--- config.mk ---
export PLATFORM = sky130hd
export DESIGN_NAME = ptp_cordic
export DESIGN_NICKNAME = d
export VERILOG_FILES = /design/src/polyline_train_placer_defines.svh /design/src/ptp_pkg.sv /design/src/ptp_cordic.sv
export SDC_FILE = /design/constraint.sdc
export NUM_CORES = 1
export LEC_CHECK = 0
export BUFFER_PORTS_ARGS = -buffer_cell sky130_fd_sc_hd__buf_2
export CAP_MARGIN = 25
export CORE_MARGIN = 3
export CORE_UTILIZATION = 50
export DETAILED_ROUTE_END_ITERATION = 16
export GPL_TIMING_DRIVEN = 0
export HOLD_SLACK_MARGIN = 0.12
export PLACE_DENSITY = 0.72
export SLEW_MARGIN = 20
export SYNTH_ARGS = -nofsm -noshare
export SYNTH_HDL_FRONTEND = slang
export SYNTH_SLANG_ARGS = --single-unit
--- constraint.sdc ---
create_clock -name clk_i -period 8.1 [get_ports clk_i]
set_input_delay 0.405 -clock clk_i [delete_from_list [all_inputs] [get_ports clk_i]]
set_output_delay 0.405 -clock clk_i [all_outputs]
set_load 0.1 [all_outputs]
--- src/polyline_train_placer_defines.svh ---
// Assertion macros for the polyline train placer.
`ifndef POLYLINE_TRAIN_PLACER_DEFINES_SVH
`define POLYLINE_TRAIN_PLACER_DEFINES_SVH

// Condition holds at every clock edge out of reset.
`define PTP_ASSERT_NOW(lbl, cond, msg) \
  lbl: assert property (@(posedge clk_i) disable iff (!rst_ni) (cond)) else $error(msg);

// Antecedent implies consequent in the same cycle.
`define PTP_ASSERT_IMPL(lbl, ante, cons, msg) \
  lbl: assert property (@(posedge clk_i) disable iff (!rst_ni) (ante) |-> (cons)) \
    else $error(msg);

// Antecedent implies consequent in the following cycle.
`define PTP_ASSERT_NEXT(lbl, ante, cons, msg) \
  lbl: assert property (@(posedge clk_i) disable iff (!rst_ni) (ante) |=> (cons)) \
    else $error(msg);

`endif

--- src/ptp_pkg.sv ---
// Shared types, constants and tables of the polyline train placer.
package ptp_pkg;

  localparam int COORD_W = 24;
  localparam int DIST_W = 32;
  localparam int D_W = 33;
  localparam int DELTA_W = 25;
  localparam int ANG_W = 16;
  localparam int PITCH_W = 24;
  localparam int WCNT_W = 5;
  localparam int IDX_W = 4;
  localparam int CFG_IDX_W = 2;
  localparam int CFG_DATA_W = 24;

  localparam int DEF_MAX_VERTICES = 256;
  localparam int DEF_MAX_WAGONS = 16;

  localparam int CORDIC_STEPS = 20;
  localparam int CORDIC_W = 34;
  localparam int ZANG_W = 25;
  localparam logic [31:0] ARC_MAX = 32'h7FFF_FFFF;
  localparam logic signed [ZANG_W-1:0] DEG90_Q16 = 25'sd5898240;
  localparam logic signed [ANG_W-1:0] DEG90_Q7 = 16'sd11520;
  localparam logic signed [ANG_W-1:0] DEG180_Q7 = 16'sd23040;

  localparam logic [CFG_IDX_W-1:0] CFG_WAGON_COUNT = 2'd0;
  localparam logic [CFG_IDX_W-1:0] CFG_WAGON_PITCH = 2'd1;

  typedef enum logic [1:0] {
    FUNC_CLEAR  = 2'd0,
    FUNC_APPEND = 2'd1,
    FUNC_PLACE  = 2'd2,
    FUNC_NOP    = 2'd3
  } func_e;

  typedef struct packed {
    logic                      start;
    logic signed [DELTA_W-1:0] dx;
    logic signed [DELTA_W-1:0] dy;
  } cordic_req_t;

  typedef struct packed {
    logic                    done;
    logic signed [ANG_W-1:0] angle;
  } cordic_rsp_t;

  // Arctangent of 2^-k in degrees, Q16.
  function automatic logic [22:0] atan_deg_q16(input logic [4:0] k);
    logic [22:0] v;
    case (k)
      5'd0:  v = 23'd2949120;
      5'd1:  v = 23'd1740967;
      5'd2:  v = 23'd919879;
      5'd3:  v = 23'd466945;
      5'd4:  v = 23'd234379;
      5'd5:  v = 23'd117304;
      5'd6:  v = 23'd58666;
      5'd7:  v = 23'd29335;
      5'd8:  v = 23'd14668;
      5'd9:  v = 23'd7334;
      5'd10: v = 23'd3667;
      5'd11: v = 23'd1833;
      5'd12: v = 23'd917;
      5'd13: v = 23'd458;
      5'd14: v = 23'd229;
      5'd15: v = 23'd115;
      5'd16: v = 23'd57;
      5'd17: v = 23'd29;
      5'd18: v = 23'd14;
      5'd19: v = 23'd7;
      default: v = '0;
    endcase
    return v;
  endfunction

endpackage

--- src/ptp_cordic.sv ---
// Iterative vectoring CORDIC that gives a segment direction in degrees.
module ptp_cordic
  import ptp_pkg::*;
(
  input  logic        clk_i,
  input  logic        rst_ni,
  input  cordic_req_t req_i,
  output cordic_rsp_t rsp_o
);

  logic                       busy_q, fin_q, done_q;
  logic signed [CORDIC_W-1:0] x_q, y_q, xs, ys;
  logic signed [ZANG_W-1:0]   z_q, zc;
  logic signed [ZANG_W-1:0]   at;
  logic [4:0]                 k_q;
  logic                       negx_q, negy_q;
  logic signed [ANG_W-1:0]    ang_q, a_fin;
  logic [ZANG_W-1:0]          zr;
  logic [DELTA_W-2:0]         adx, ady;

  assign adx = req_i.dx[DELTA_W-1] ? (DELTA_W-1)'(-req_i.dx) : req_i.dx[DELTA_W-2:0];
  assign ady = req_i.dy[DELTA_W-1] ? (DELTA_W-1)'(-req_i.dy) : req_i.dy[DELTA_W-2:0];
  assign xs = x_q >>> k_q;
  assign ys = y_q >>> k_q;
  assign at = $signed({2'b00, atan_deg_q16(k_q)});

  always_comb begin
    if (z_q < 0) begin
      zc = '0;
    end else if (z_q > DEG90_Q16) begin
      zc = DEG90_Q16;
    end else begin
      zc = z_q;
    end
    zr = (ZANG_W)'(zc + 25'sd256) >> 9;
    a_fin = $signed(zr[ANG_W-1:0]);
    if (negx_q) begin
      a_fin = DEG180_Q7 - a_fin;
    end
    if (negy_q) begin
      a_fin = -a_fin;
    end
  end

  always_ff @(posedge clk_i or negedge rst_ni) begin
    if (!rst_ni) begin
      busy_q <= 1'b0;
      fin_q  <= 1'b0;
      done_q <= 1'b0;
    end else if (req_i.start) begin
      fin_q <= 1'b0;
      if (req_i.dy == '0 || req_i.dx == '0) begin
        busy_q <= 1'b0;
        done_q <= 1'b1;
      end else begin
        busy_q <= 1'b1;
        done_q <= 1'b0;
      end
    end else if (busy_q) begin
      if (k_q == 5'(CORDIC_STEPS - 1)) begin
        busy_q <= 1'b0;
        fin_q  <= 1'b1;
      end
    end else if (fin_q) begin
      fin_q  <= 1'b0;
      done_q <= 1'b1;
    end
  end

  always_ff @(posedge clk_i) begin
    if (req_i.start) begin
      negx_q <= req_i.dx[DELTA_W-1];
      negy_q <= req_i.dy[DELTA_W-1];
      x_q    <= $signed(CORDIC_W'(adx) << 6);
      y_q    <= $signed(CORDIC_W'(ady) << 6);
      z_q    <= '0;
      k_q    <= '0;
      if (req_i.dy == '0) begin
        ang_q <= req_i.dx[DELTA_W-1] ? DEG180_Q7 : '0;
      end else if (req_i.dx == '0) begin
        ang_q <= req_i.dy[DELTA_W-1] ? -DEG90_Q7 : DEG90_Q7;
      end
    end else if (busy_q) begin
      if (!y_q[CORDIC_W-1]) begin
        x_q <= x_q + ys;
        y_q <= y_q - xs;
        z_q <= z_q + at;
      end else begin
        x_q <= x_q - ys;
        y_q <= y_q + xs;
        z_q <= z_q - at;
      end
      k_q <= k_q + 5'd1;
    end else if (fin_q) begin
      ang_q <= a_fin;
    end
  end

  assign rsp_o.done  = done_q;
  assign rsp_o.angle = ang_q;

endmodule

==> summary.md, run 1 <==
| Metric | Value |
|---|---|
| Status | `finished clean` |
| Critical Path End Type | `register` |
| Die X | `199 um` |
| Period minus WS final | `slightly below 8 ns` |
| Arrival time worst endpoint | `8.21 ns` |
| Final setup vio count | `0` |
| Final Skew | `roughly 0.019 ns` |
| Via count | `19.6k` |
| Number of flops mapped to enable cells by yosys | `66` |
| Maximum vdd ir drop | `0.437 mV` |
| Max-cap violations | `0` |
| Pwr Density | `between 500 and 600 nW/um^2` |
| WL final | `79600 um` |
| Initial Util | `0.508` |
| Clk_lat worst skew | `0.47 ns` |
| Register area | `~3500 sq um` |
| Hold Crit Class | `input port to register` |
| Placer Congestion | `roughly 1.0` |
| Vias in the first global route | `18.3k` |
| Initial antenna violation count | `2` |
| Final global-route overflow total | `0` |
| Post-synth ARST share | `0.0213` |
| Synthesis-to-finish area growth | `8.99%` |
| Ys Warns | `0` |
| Routed len/inst | `28.4 um` |
| # H-tree levels | `4` |
| Cts bufs inserted | `17` |
| Synth Register Bits | `between 100 and 150` |
| Dpl cells | `2770` |
| Die ar. | `39600 sq um` |
| Worst endpoint required time | `8.46 ns` |
| Die Height | `slightly below 200 um` |
| WS Path Type | `register to register` |
| DRC viols | `0` |
| Leakage dissipation | `8.12 nW` |
| Post-synthesis average cell area | `8.35 sq um` |
| Ys flop type | `dfxtp_1` |
| Worst reg2reg path depth | `25` |
| Worst Setup EP | `x_q[33]$_SDFFE_PP0P_` |
| WHS | `0.169 ns` |
| Final hold vios | `0` |
| Final net count | `2482` |
| RSZ-0062 raised after global routing | `no` |
| Root Buffer | `clkbuf_16` |
| HPWL Detailed | `62700 um` |
| Clock sink total | `about 140` |
| # IOs | `70` |
| Syn Nets | `2391` |
| Worst R2R Setup Slack | `about 0.25 ns` |
| Setup TNS | `0 ns` |
| Filler Cells Inserted | `3471` |
| F_max | `around 130 MHz` |
| CTS tree | `yes` |
| CTS max path bufs | `2` |
| First-pass GRT wire length | `116000 um` |
| Slew HR | `0.239` |
| Worst Tran Pin Value | `around 1.1 ns` |
| Vias per cell | `6.99` |
| WHS Path Cells | `1` |
| Sequential area share after synthesis | `0.188` |
| Unique cell type count in the Yosys netlist | `about 110` |
| Reg-to-reg startpoint | `k_q[2]$_SDFFE_PP0P_` |
| All-layer global routing usage | `0.394` |
| Layout cells sized above 1 | `0.136` |
| Worst-path fanout max | `10` |
| Std cell rows | `70` |
| Footprint of the multi-input gates | `around 14000 sq um` |
| DRT iter0 DRCs | `2499` |
| Synthesized cell area | `between 15000 and 20000 sq um` |
| Post-detailed-route count of antenna-violating nets | `0` |
| Final std cells w/o fill | `2802` |
| Setup crit start | `k_q[2]$_SDFFE_PP0P_` |
| Critical Path Source Type | `register` |
| Worst reg2reg path endpoint | `x_q[33]$_SDFFE_PP0P_` |
| PortBufs | `between 60 and 70` |
| Antenna Diode Count | `0` |
| Clk slew on worst S/H paths | `approximately 0.080 ns` |
| CORE AREA | `about 37000 sq um` |
| Final Cycle Share | `0.969` |
| Detailed Routing Iterations Pass 1 | `7` |
| Pin count of the biggest net entering global routing | `41` |
| Post-Synthesis Cells | `2230` |
| Final Total Pwr | `0.0107 W` |
| Max-slew violations | `0` |
==> cell type report <==
type	count	area share
Clock inverter	12	0.00697
Tap cell	468	0.0289
Sequential cell	141	0.172
Timing Repair Buffer	75	0.0208
Buffer	126	0.0315
Inverter	72	0.0134
Clock buffer	20	0.0236
Multi-Input combinational cell	1888	0.702
==> worst max-delay path: stages (launching register included) <==
cell and delay (ns):
dfxtp_1 0.30, buf_2 0.25, buf_2 0.38, buf_2 0.35, buf_2 0.38, buf_2 0.42, buf_1 0.65, a21oi_1 0.12
o21ba_2 0.28, mux2_2 0.16, ha_1 0.22, o211ai_1 0.19, nor4_2 0.63, nand2_1 0.30, o31a_1 0.18, o21ai_0 0.19
ha_1 0.33, a21oi_1 0.15, o21ai_0 0.12, or3b_2 0.47, a31oi_1 0.18, o21bai_1 0.17, a31oi_1 0.27, o41a_1 0.25
mux2i_1 0.41, mux2_1 0.37
==> worst min path at each step <==
stage          startpoint            endpoint  slack (ns)
2_1_floorplan      rst_ni    busy_q$_DFF_PN0_        0.11
3_3_place_gp       rst_ni  done_q$_DFFE_PN0P_        0.20
3_5_place_dp       rst_ni  done_q$_DFFE_PN0P_        0.20
4_1_cts         req_i[24]    negy_q$_DFFE_PP_        0.15
5_1_grt         req_i[24]    negy_q$_DFFE_PP_        0.16
6_report        req_i[24]    negy_q$_DFFE_PP_        0.17
==> what timing repair did <==
item                                    in CTS  in global routing
gates resized for setup                      2                 11
hold endpoints to repair                     3                  0
hold buffers                                 1                  0
endpoints found under the setup margin      23                  9
setup buffers                                0                  0
==> where the power goes <==
group | leakage, nW | total [W] | internal (W) | switching [W]
registers | 1.32 | 0.00161 | 0.00108 | 0.000534
logic | 6.49 | 0.00819 | 0.00337 | 0.00482
clock network | 0.310 | 0.000861 | 0.000496 | 0.000365
total | 8.12 | 0.0107 | 0.00494 | 0.00572
==> through the flow <==
stage,worst slack [ns],util,cell area [sq um]
after floorplan,2.36,-,18600
after global placement,-1.44,0.534,19500
after detailed placement,-1.30,0.536,19600
after CTS,0.146,0.553,20200
after global routing,0.00995,0.554,20300
final,0.252,0.554,20300
==> flip-flops by register name, summed over array words and instances (netlist names) <==
register	flops
x_q	34
busy_q	1
k_q	5
y_q	34
negx_q	1
negy_q	1
ang_q	16
fin_q	1
z_q	25
done_q	1
at	22
==> cells in the final DEF, fill, tap and decap left out, drive strengths merged, types with 59 or more instances in the layout <==
master  count
a21oi     170
buf       128
clkbuf     90
dfxtp      72
edfxtp     66
ha        105
inv        80
mux2i      80
mux4       83
nand2     175
nor2      217
o21ai     116
o22ai      59
xnor2     126
xor2       98
==> per-layer routing <==
layer | wire length [um] | vias to the layer above | GRT usage | share of wire
li1 | - | 8636 | - | -
met1 | 31500 | 9427 | 0.517 | 0.40
met2 | 34300 | 1281 | 0.596 | 0.43
met3 | 8900 | 243 | 0.103 | 0.11
met4 | 4900 | 0 | 0.208 | 0.062
met5 | 0 | - | 0 | 0
==> cells in the mapped netlist (all sizes together) (18+ instances only) <==
cell type / n / share of area
mux2: 27 / 0.016
xor2: 98 / 0.046
o21a: 22 / 0.0089
and2: 25 / 0.0084
nand2b: 26 / 0.0087
xnor2: 126 / 0.059
nor3: 54 / 0.015
nand2: 175 / 0.036
clkbuf: 72 / 0.015
o22ai: 59 / 0.021
nor2: 217 / 0.044
a21oi: 170 / 0.046
o21ai: 116 / 0.031
buf: 57 / 0.020
nand3: 49 / 0.013
edfxtp: 66 / 0.11
and3: 32 / 0.011
a211oi: 30 / 0.012
o31ai: 31 / 0.013
a31oi: 36 / 0.012
a21o: 33 / 0.013
o211ai: 18 / 0.0073
mux4: 83 / 0.10
dfxtp: 72 / 0.077
mux2i: 80 / 0.045
nor2b: 23 / 0.0081
inv: 72 / 0.015
ha: 105 / 0.071
==> cell families after synthesis <==
family                   count (synthesis)  synth area share
AO/OA/AOI/OAI                          661             0.235
XOR/XNOR                               224             0.105
adder cells (fa/ha/maj)                108            0.0738
buffers and inverters                  201            0.0487
flip-flops                             141             0.188
multiplexers                           190             0.162
AND/OR/NAND/NOR                        705             0.186
No activity file was read; power rests on OpenSTA's default activity.
==> run 2: changes to the inputs <==
--- a/config.mk
+++ b/config.mk
@@ -12,7 +12,7 @@
 export DETAILED_ROUTE_END_ITERATION = 16
 export GPL_TIMING_DRIVEN = 0
 export HOLD_SLACK_MARGIN = 0.12
-export PLACE_DENSITY = 0.72
+export PLACE_DENSITY = 0.75
 export SLEW_MARGIN = 20
 export SYNTH_ARGS = -nofsm -noshare
 export SYNTH_HDL_FRONTEND = slang
==> summary.md, run 2 (synthesis gave the netlist of run 1 again) <==
| Metric | Value |
|---|---|
| Status | `finished clean` |
| Slew HR | `0.199` |
| Max-cap violations | `0` |
| Max-slew violations | `0` |
| Final Cycle Share | `0.983` |
| Via count | `19.7k` |
| CTS tree | `yes` |
| Vias in the first global route | `18.6k` |
| Root Buffer | `clkbuf_16` |
| WP buf/inv | `5` |
| Pin count of the biggest net entering global routing | `50` |
| Placer Congestion | `approximately 1.0` |
| Met2 Usage GRT | `0.575` |
| Initial Util | `0.508` |
| Die X | `slightly below 200 um` |
| Delay-heaviest family, CP | `buffers and inverters` |
| GRT met3 Usage | `0.0847` |
| First-pass GRT wire length | `115000 um` |
| HPWL Detailed | `60300 um` |
| Std cell rows | `70` |
| Worst Tran Pin Value | `1.20 ns` |
| WS Path Type | `register to register` |
| CTS max path bufs | `2` |
| WL final | `just under 80000 um` |
| Crit-path cells | `buf_2 > clkbuf_2 > buf_1 > buf_2 > clkbuf_2 > nor2_1 > a21oi_1 > ha_1 > and2_1 > and3_1 > nor2_1 > xnor2_1 > ha_1 > a21o_1 > a21oi_1 > nor2_1 > nor3_1 > a21boi_1 > o2111ai_1 > nand2_1 > o2111ai_1 > o311ai_0 > mux2i_1 > nand2_1` |
| Final global-route overflow total | `0` |
| DRT iter0 DRCs | `roughly 2.8k` |
| Critical Path End Type | `register` |
| Critical Path Source Type | `register` |
| Leakage dissipation | `approximately 8.1 nW` |
| Filler Cells Inserted | `3432` |
| Register area | `approximately 3500 sq um` |
| Cell Area, Placed | `19600 sq um` |
| DRC viols | `0` |
| Die ar. | `39600 sq um` |
| Design Area, Final | `between 20000 and 25000 sq um` |
| Final Skew | `~0.015 ns` |
| Maximum vdd ir drop | `0.250 mV` |
| Clk_lat worst skew | `0.47 ns` |
| All-layer global routing usage | `0.386` |
| Synthesis-to-finish area growth | `8.57%` |
| Clock sink total | `approximately 140` |
| Worst endpoint required time | `8.45 ns` |
| Initial antenna violation count | `2` |
| Pwr Density | `521 nW/um^2` |
| Worst-path fanout max | `19` |
| Met1 usage | `0.517` |
| Final setup vio count | `0` |
| Most frequent CP cell | `nor2_1` |
| Die Height | `199 um` |
| Post-detailed-route count of antenna-violating nets | `0` |
| Most frequent cells in the layout | `nor2_1, nand2_1, a21oi_1, xnor2_1, o21ai_0` |
| # IOs | `70` |
| CORE AREA | `36600 sq um` |
| Clk slew on worst S/H paths | `0.07 ns` |
| Final net count | `around 2.5k` |
| Detailed Routing Iterations Pass 1 | `6` |
| PortBufs | `69` |
| Cts bufs inserted | `17` |
| Final hold vios | `0` |
| Largest registers | `x_q (34), y_q (34), z_q (25)` |
| Layout cells sized above 1 | `0.134` |
| # H-tree levels | `4` |
| F_max | `126 MHz` |
| Routed len/inst | `27.6 um` |
| Max incr delay on CP | `0.58 ns` |
| Antenna Diode Count | `0` |
| Arrival time worst endpoint | `8.32 ns` |
| Vias per cell | `7.02` |
| WHS | `between 0.15 and 0.2 ns` |
| Commonest non-fill, non-tap cell in the layout | `nor2_1` |
| Footprint of the multi-input gates | `14200 sq um` |
| Hold Crit Class | `input port to register` |
| GRT Max-Usage Layer | `met2` |
| CP max stage cell | `buf_1` |
| Period minus WS final | `~8 ns` |
run 2: cell count changes in the layout (fill, tap and decap cells not counted), sizes merged:
cell / change
clkinvlp: +6
inv: -2
clkbuf: -1
clkinv: -1
dlymetal6s2s: -1
run 2: per-layer routing:
metal,vias to the layer above,routed length (um)
li1,8645,-
met1,9429,30200
met2,1329,33000
met3,273,8840
met4,2,5260
met5,-,56
run 2: repair_timing:
action                                  4_1_cts  5_1_grt
endpoints found under the setup margin       22        6
buffers inserted                              0        0
hold buffers                                  1        0
endpoints found under the hold margin         3        0
resized for setup                             4        9
run 2: area by class of cell:
class,instances,area share
Buffer,128,0.0320
Clock buffer,17,0.0211
Clock inverter,15,0.00799
Inverter,72,0.0135
Multi-Input combinational cell,1888,0.704
Sequential cell,141,0.173
Tap cell,468,0.0290
Timing Repair Buffer,74,0.0193
run 2: power breakdown:
group | switching (W) | internal, W
sequential | 0.000530 | 0.00108
combinational | 0.00474 | 0.00335
clock | 0.000362 | 0.000458
total | 0.00564 | 0.00489
run 2: worst reg2reg max path, stage by stage (launching register included):
cell       delay (ns)
dfxtp_1          0.55
buf_2            0.56
clkbuf_2         0.43
buf_1            0.59
buf_2            0.47
clkbuf_2         0.39
nor2_1           0.10
a21oi_1          0.41
ha_1             0.27
and2_1           0.26
and3_1           0.27
nor2_1           0.07
xnor2_1          0.35
ha_1             0.37
a21o_1           0.21
a21oi_1          0.23
nor2_1           0.07
nor3_1           0.33
a21boi_1         0.45
o2111ai_1        0.28
nand2_1          0.14
o2111ai_1        0.21
o311ai_0         0.53
mux2i_1          0.26
nand2_1          0.06
run 2: worst paths after layout:
check,startpoint,to,slack (ns),depth (start not counted)
setup / recovery,k_q[4]$_SDFFE_PP0P_,y_q[32]$_SDFFE_PP0P_,0.14,24
hold / removal,req_i[24],negy_q$_DFFE_PP_,0.15,1
setup reg to reg,k_q[4]$_SDFFE_PP0P_,y_q[32]$_SDFFE_PP0P_,0.14,24
hold reg to reg,done_q$_DFFE_PN0P_,done_q$_DFFE_PN0P_,0.51,1
max in group asynchronous,rst_ni,fin_q$_DFFE_PN0P_,7.69,2
min in group asynchronous,rst_ni,done_q$_DFFE_PN0P_,0.30,2
run 2: through the flow:
step | worst slack, ns | power, W | utilization | setup TNS (ns) | cells
2_1_floorplan | 2.36 | 0.00738 | - | 0 | 2230
3_3_place_gp | -0.976 | 0.00916 | 0.534 | -9.09 | 2767
3_5_place_dp | -0.980 | 0.00934 | 0.535 | -9.65 | 2769
4_1_cts | 0.231 | 0.0102 | 0.551 | 0 | 2801
5_1_grt | -0.0123 | 0.0112 | 0.552 | -0.0123 | 2803
6_report | 0.135 | 0.0105 | 0.552 | 0 | 2803
